$ cat src/hdl/cpcf_pkg.sv
// ----------------------------------------------------------------------------
// cpcf_pkg
// Shared types and constants of the pair contact force pipeline.
// ----------------------------------------------------------------------------
`default_nettype none

package cpcf_pkg;

  // Depth of the pipelined square root, one root bit per stage.
  localparam int SQRT_STAGES = 32;
  // Depth of the pipelined divider, one quotient bit per stage.
  localparam int DIV_STAGES  = 48;

  // Gain register indexes on the configuration port.
  typedef enum logic [2:0] {
    REG_REPULSION = 3'd0,
    REG_TUMOR_ADH = 3'd1,
    REG_NORM_ADH  = 3'd2,
    REG_WALL_ADH  = 3'd3,
    REG_WALL_REP  = 3'd4
  } reg_idx_t;

  // Reset values of the gains, unsigned Q16.16.
  localparam logic [31:0] RST_REPULSION = 32'd65536;
  localparam logic [31:0] RST_TUMOR_ADH = 32'd65536;
  localparam logic [31:0] RST_NORM_ADH  = 32'd65536;
  localparam logic [31:0] RST_WALL_ADH  = 32'd6553600;
  localparam logic [31:0] RST_WALL_REP  = 32'd3203636;

  // Largest force magnitude, 2^31 LSB.
  localparam logic [63:0] MAG_LIMIT = 64'h0000_0000_8000_0000;

  // Displacement as sign and magnitude, plus mode bits.
  typedef struct packed {
    logic        cmd;
    logic        norm;
    logic        sx;
    logic        sy;
    logic [31:0] ax;
    logic [31:0] ay;
  } vec_t;

  // Item state ahead of the distance computation.
  typedef struct packed {
    vec_t        v;
    logic [30:0] ra;
    logic [30:0] rn;
    logic [30:0] rc;
    logic [30:0] d;
    logic        wsat;
  } early_t;

  // Item state once the distance is known.
  typedef struct packed {
    vec_t        v;
    logic [31:0] r;
    logic        zero;
    logic        in_ra;
    logic        in_nuc;
    logic        in_body;
    logic        body_nz;
    logic        wsat;
  } item_t;

  // Sign and special-case flags that ride along the final division.
  typedef struct packed {
    logic sx;
    logic sy;
    logic neg;
    logic zero;
    logic ax_nz;
    logic ay_nz;
  } proj_t;

endpackage

`default_nettype wire

$ cat src/hdl/cpcf_sqrt.sv
// ----------------------------------------------------------------------------
// cpcf_sqrt
// Pipelined integer square root of a 64-bit value, one root bit per stage.
// ----------------------------------------------------------------------------
`default_nettype none

module cpcf_sqrt (
  input  logic        clk,
  input  logic        en,
  input  logic [63:0] rad,
  output logic [31:0] root
);

  localparam int N = cpcf_pkg::SQRT_STAGES;

  logic [33:0] rem_r   [N];
  logic [63:0] rad_r   [N];
  logic [31:0] root_r  [N];
  logic [33:0] rem_nxt [N];
  logic [63:0] rad_nxt [N];
  logic [31:0] root_nxt[N];

  // Each stage brings down two radicand bits and tries the next root bit.
  always_comb begin
    logic [33:0] rem_in;
    logic [63:0] rad_in;
    logic [31:0] root_in;
    logic [35:0] sh;
    logic [35:0] trial;
    logic        take;
    for (int k = 0; k < N; k++) begin
      if (k == 0) begin
        rem_in  = '0;
        rad_in  = rad;
        root_in = '0;
      end else begin
        rem_in  = rem_r[k-1];
        rad_in  = rad_r[k-1];
        root_in = root_r[k-1];
      end
      sh          = {rem_in, rad_in[63:62]};
      trial       = {2'b00, root_in, 2'b01};
      take        = (sh >= trial);
      rem_nxt[k]  = take ? 34'(sh - trial) : sh[33:0];
      rad_nxt[k]  = {rad_in[61:0], 2'b00};
      root_nxt[k] = {root_in[30:0], take};
    end
  end

  always_ff @(posedge clk) begin
    if (en) begin
      for (int k = 0; k < N; k++) begin
        rem_r[k]  <= rem_nxt[k];
        rad_r[k]  <= rad_nxt[k];
        root_r[k] <= root_nxt[k];
      end
    end
  end

  assign root = root_r[N-1];

endmodule

`default_nettype wire

$ cat config.mk
export PLATFORM = sky130hd
export DESIGN_NAME = cpcf_sqrt
export DESIGN_NICKNAME = d
export VERILOG_FILES = /design/src/hdl/cpcf_pkg.sv /design/src/hdl/cpcf_sqrt.sv
export SDC_FILE = /design/constraint.sdc
export NUM_CORES = 2
export LEC_CHECK = 0
export BUFFER_PORTS_ARGS = -buffer_cell sky130_fd_sc_hd__buf_2
export CAP_MARGIN = 10
export CORE_MARGIN = 2
export CORE_UTILIZATION = 55
export CTS_CLUSTER_SIZE = 12
export DETAILED_ROUTE_END_ITERATION = 8
export GPL_TIMING_DRIVEN = 1
export HOLD_SLACK_MARGIN = 0.03
export MAX_ROUTING_LAYER = met4
export PLACE_DENSITY = 0.74
export SYNTH_ARGS = -nofsm -noshare
export SYNTH_HDL_FRONTEND = slang
export SYNTH_MEMORY_MAX_BITS = 65536
export SYNTH_SLANG_ARGS = --single-unit
$ cat constraint.sdc
create_clock -name clk -period 8.5 [get_ports clk]
set_input_delay 0.85 -clock clk [delete_from_list [all_inputs] [get_ports clk]]
set_output_delay 0.85 -clock clk [all_outputs]
set_load 0.01 [all_outputs]
==> results.toml <==
[logic_synthesis]
yosysSeqAreaShare_pct = 64.28
netlist-cell-type-count = 90
synth_area_leaders = "edfxtp_1, ha_1, xnor2_1"
yosys.area.top_type_share_pct = 64.28
ys_ff_latch = 2523
synth_xor_area_share_pct = 6.301
synth_cells = 9163
synth_top_family_by_area = "simple AND/OR/NAND/NOR gates"
synthAdderAreaFrac_pct = 5.966
yosys_warnings = 0
syn-mean-instance-area_um2 = 12.86
synth_most_common_cell = "edfxtp_1"
synth-main-ff-cell = "edfxtp_1"
synthTopCellsByCount = "edfxtp_1, inv_1, a21oi_1, nor2_1, nand2_1"
synth_edf_count = 2523
synth_nets = 9791
synth-compound-area-share_pct = 9.578
yosys.area.top_type = "edfxtp_1"
synthSimpleGateAreaFrac_pct = 10.08
ys_async_sr_fraction_pct = 0
synth_area_mm2 = 0.1179
synth.mux.area_fraction_pct = 0.8811

[sta]
finalSetupTns_ns = 0
drv_slew = 0
fin_skew_ns = 0.07552
clock.fmax_ghz = 0.2145
final-setup-viol-count = 0
hold_viol_final = 0
relSlewSlack_pct = 19.85
finalCriticalPeriod_ns = 4.662
fin_crit_sh_pct = 54.85
worst_slew_pin_slew_ns = 1.202
rsz0062_at_grt = "false"

[place]
portBuffers = 97
globalplace.congestion = 0.9041
dp_hpwl_um = 166900
place_area_mm2 = 0.1217

[finish]
design_area_mm2 = 0.1300
final_util_pct = 61.19
final_nets = 10040
area_growth_pct = 10.32
nFillCells = 16040
layout-drive-gt1-share_pct = 6.808

[routing]
drt-wirelength-per-cell_um = 19.20
dr.pass1.iters = 6
ant_nets = 0
vias = 71120
viasPerCell = 5.741
initialDrtViolationCount = 6142
drc = 0
totalWireLength_um = 237900

[clocking]
clock_latency_ns = 0.92
root_buffer = "clkbuf_16"
htree_levels = 5
cts_tree = "done"
cts.path.max_buffers = 4
cts.sinks = 2523
post_cts_resized = 0
numCtsBuffers = 282
clk_pin_slew_worst_paths_ns = 0.06

[critical_path]
end_kind = "flip-flop"
startpoint_type = "flip-flop"
crit_path_frequent_cell = "or4_4"
r2r-end = "rem_r[0][189]$_DFFE_PP_"
cpMaxStageDelayCell = "nor4b_2"
critPathRequiredTime_ns = 9.13
arrival_ns = 5.29
reg2reg_depth = 10
crit_fanout = 12
rr_startpoint = "rem_r[0][156]$_DFFE_PP_"
cpPeakStageDelay_ns = 0.98
crit_path_cell_trace = "or4_1 -> or3_4 -> or4_4 -> or4_4 -> nand3b_1 -> nor4b_2 -> inv_1 -> nand2b_1 -> nor4b_1 -> xor2_1"
critPathKind = "flip-flop to flip-flop"
r2r_setup_slack_ns = 3.84

[die]
rows = 169
fp.dieW_um = 466.9
start_util_pct = 55.47
die_h_um = 466.9
die_area_mm2 = 0.2180
ios = 98
core-area_mm2 = 0.2125

[worst_hold_path]
whs_path_depth = 1
worstHoldStart = "rad[21]"
min_to = "rad_r[0][21]$_DFFE_PP_"
hp-class = "input pin to flip-flop"

[global_routing]
grt_overflow = 0
grt_max_degree = 199
grt_first_pass_wirelength_um = 375200
antenna_found_initial = 2
grt_use_total_pct = 22.21
grt_pass1_vias = 69710

[power_and_ir_drop]
pwr_density_cell_mw_per_mm2 = 268.7
p_leak_uw = 0.04958
ir_drop_mv = 0.2194

[run_status]
status = "completed"

[job]
maxCapViolCount = 0
placed cells by master, fill, tap and decap left out, types with 49 or more instances in the layout:
| cell | instances |
|---|---|
| a211oi_1 | 58 |
| a21o_1 | 209 |
| a21oi_1 | 646 |
| and3_1 | 57 |
| buf_2 | 97 |
| clkbuf_1 | 74 |
| clkbuf_16 | 286 |
| edfxtp_1 | 2523 |
| ha_1 | 562 |
| inv_1 | 706 |
| mux2_2 | 86 |
| nand2_1 | 579 |
| nand2b_1 | 119 |
| nand3_1 | 171 |
| nand4_1 | 100 |
| nor2_1 | 645 |
| nor2b_1 | 66 |
| nor3_1 | 229 |
| nor4_1 | 117 |
| o21a_1 | 93 |
| o21ai_0 | 392 |
| o21bai_1 | 55 |
| o31ai_1 | 49 |
| or3_1 | 97 |
| or4_1 | 53 |
| xnor2_1 | 426 |
| xor2_1 | 422 |
area by class of cell:
cell class	count	area (um2)	area share (%)
Sequential cell	2523	75760	58.27
Multi-Input combinational cell	5735	38780	29.83
Clock buffer	360	7435	5.718
Tap cell	2821	3530	2.714
Inverter	709	2661	2.047
Timing Repair Buffer	157	1144	0.8795
Clock inverter	78	704.4	0.5417
Antenna cell	4	10.01	0.007698
timing repair:
action,in CTS,in global routing
hold endpoints to repair,14,0
buffers inserted,0,0
hold buffers,14,0
critical path, delay by kind of cell (launching register included):
family / cells / cell delay, ns
and+or+nand+nor: 8 / 3.50
DFF: 1 / 0.42
xor gates and xnor gates: 1 / 0.15
buffers and inverters: 1 / 0.34
flip-flops by register name, indices dropped and copies added, names as in the netlist:
| register | count |
|---|---|
| rem_r | 1003 |
| rad_r | 992 |
| root_r | 528 |
cell families (layout without fill, tap and decap cells):
kind of cell,Yosys count,count (layout)
DFF,2523,2523
xor gates and xnor gates,848,848
adders and majority gates,562,562
buffers and inverters,905,1304
and+or+nand+nor,2413,2413
muxes,93,93
AOI/OAI and AO/OA,1818,1818
other,1,5
where the power goes:
part | internal, uW | total (uW) | leakage, uW | switching [uW]
Clock | 6480 | 11000 | 0.00396 | 4540
Sequential | 15700 | 16800 | 0.0243 | 1020
Combinational | 2980 | 7170 | 0.0213 | 4190
Total | 25200 | 34900 | 0.0496 | 9750
how the worst max path moves through the flow:
stage / from / end / cells past startpoint
floorplan: rem_r[0][260]$_DFFE_PP_ / rem_r[0][302]$_DFFE_PP_ / 11
global placement: rem_r[0][156]$_DFFE_PP_ / rem_r[0][187]$_DFFE_PP_ / 10
detailed placement: rem_r[0][156]$_DFFE_PP_ / rem_r[0][181]$_DFFE_PP_ / 10
CTS: rem_r[0][156]$_DFFE_PP_ / rem_r[0][189]$_DFFE_PP_ / 10
global route: rem_r[0][156]$_DFFE_PP_ / rem_r[0][181]$_DFFE_PP_ / 10
finish: rem_r[0][156]$_DFFE_PP_ / rem_r[0][189]$_DFFE_PP_ / 10
routing by layer:
layer | track usage [%] | share of wire, % | vias up | wire length (um)
met3 | 2.823 | 4.4 | 539 | 10440
met1 | 27.72 | 42 | 34330 | 100000
met4 | 7.767 | 3.4 | 0 | 8002
li1 | - | - | 34420 | -
met2 | 37.38 | 50 | 1824 | 119400
met5 | - | 0 | - | 0
metrics by stage:
step	hold slack, ns	power (uW)	instances	setup WS [ns]
after floorplan	0.4003	21820	9163	4.943
after global placement	0.4004	23920	11930	3.989
after detailed placement	0.4045	24050	11930	3.952
after CTS	0.03097	35220	12380	3.910
after global routing	0.04847	36650	12390	3.526
final	0.08904	34940	12390	3.838
Power figures use the tool's default switching activity.
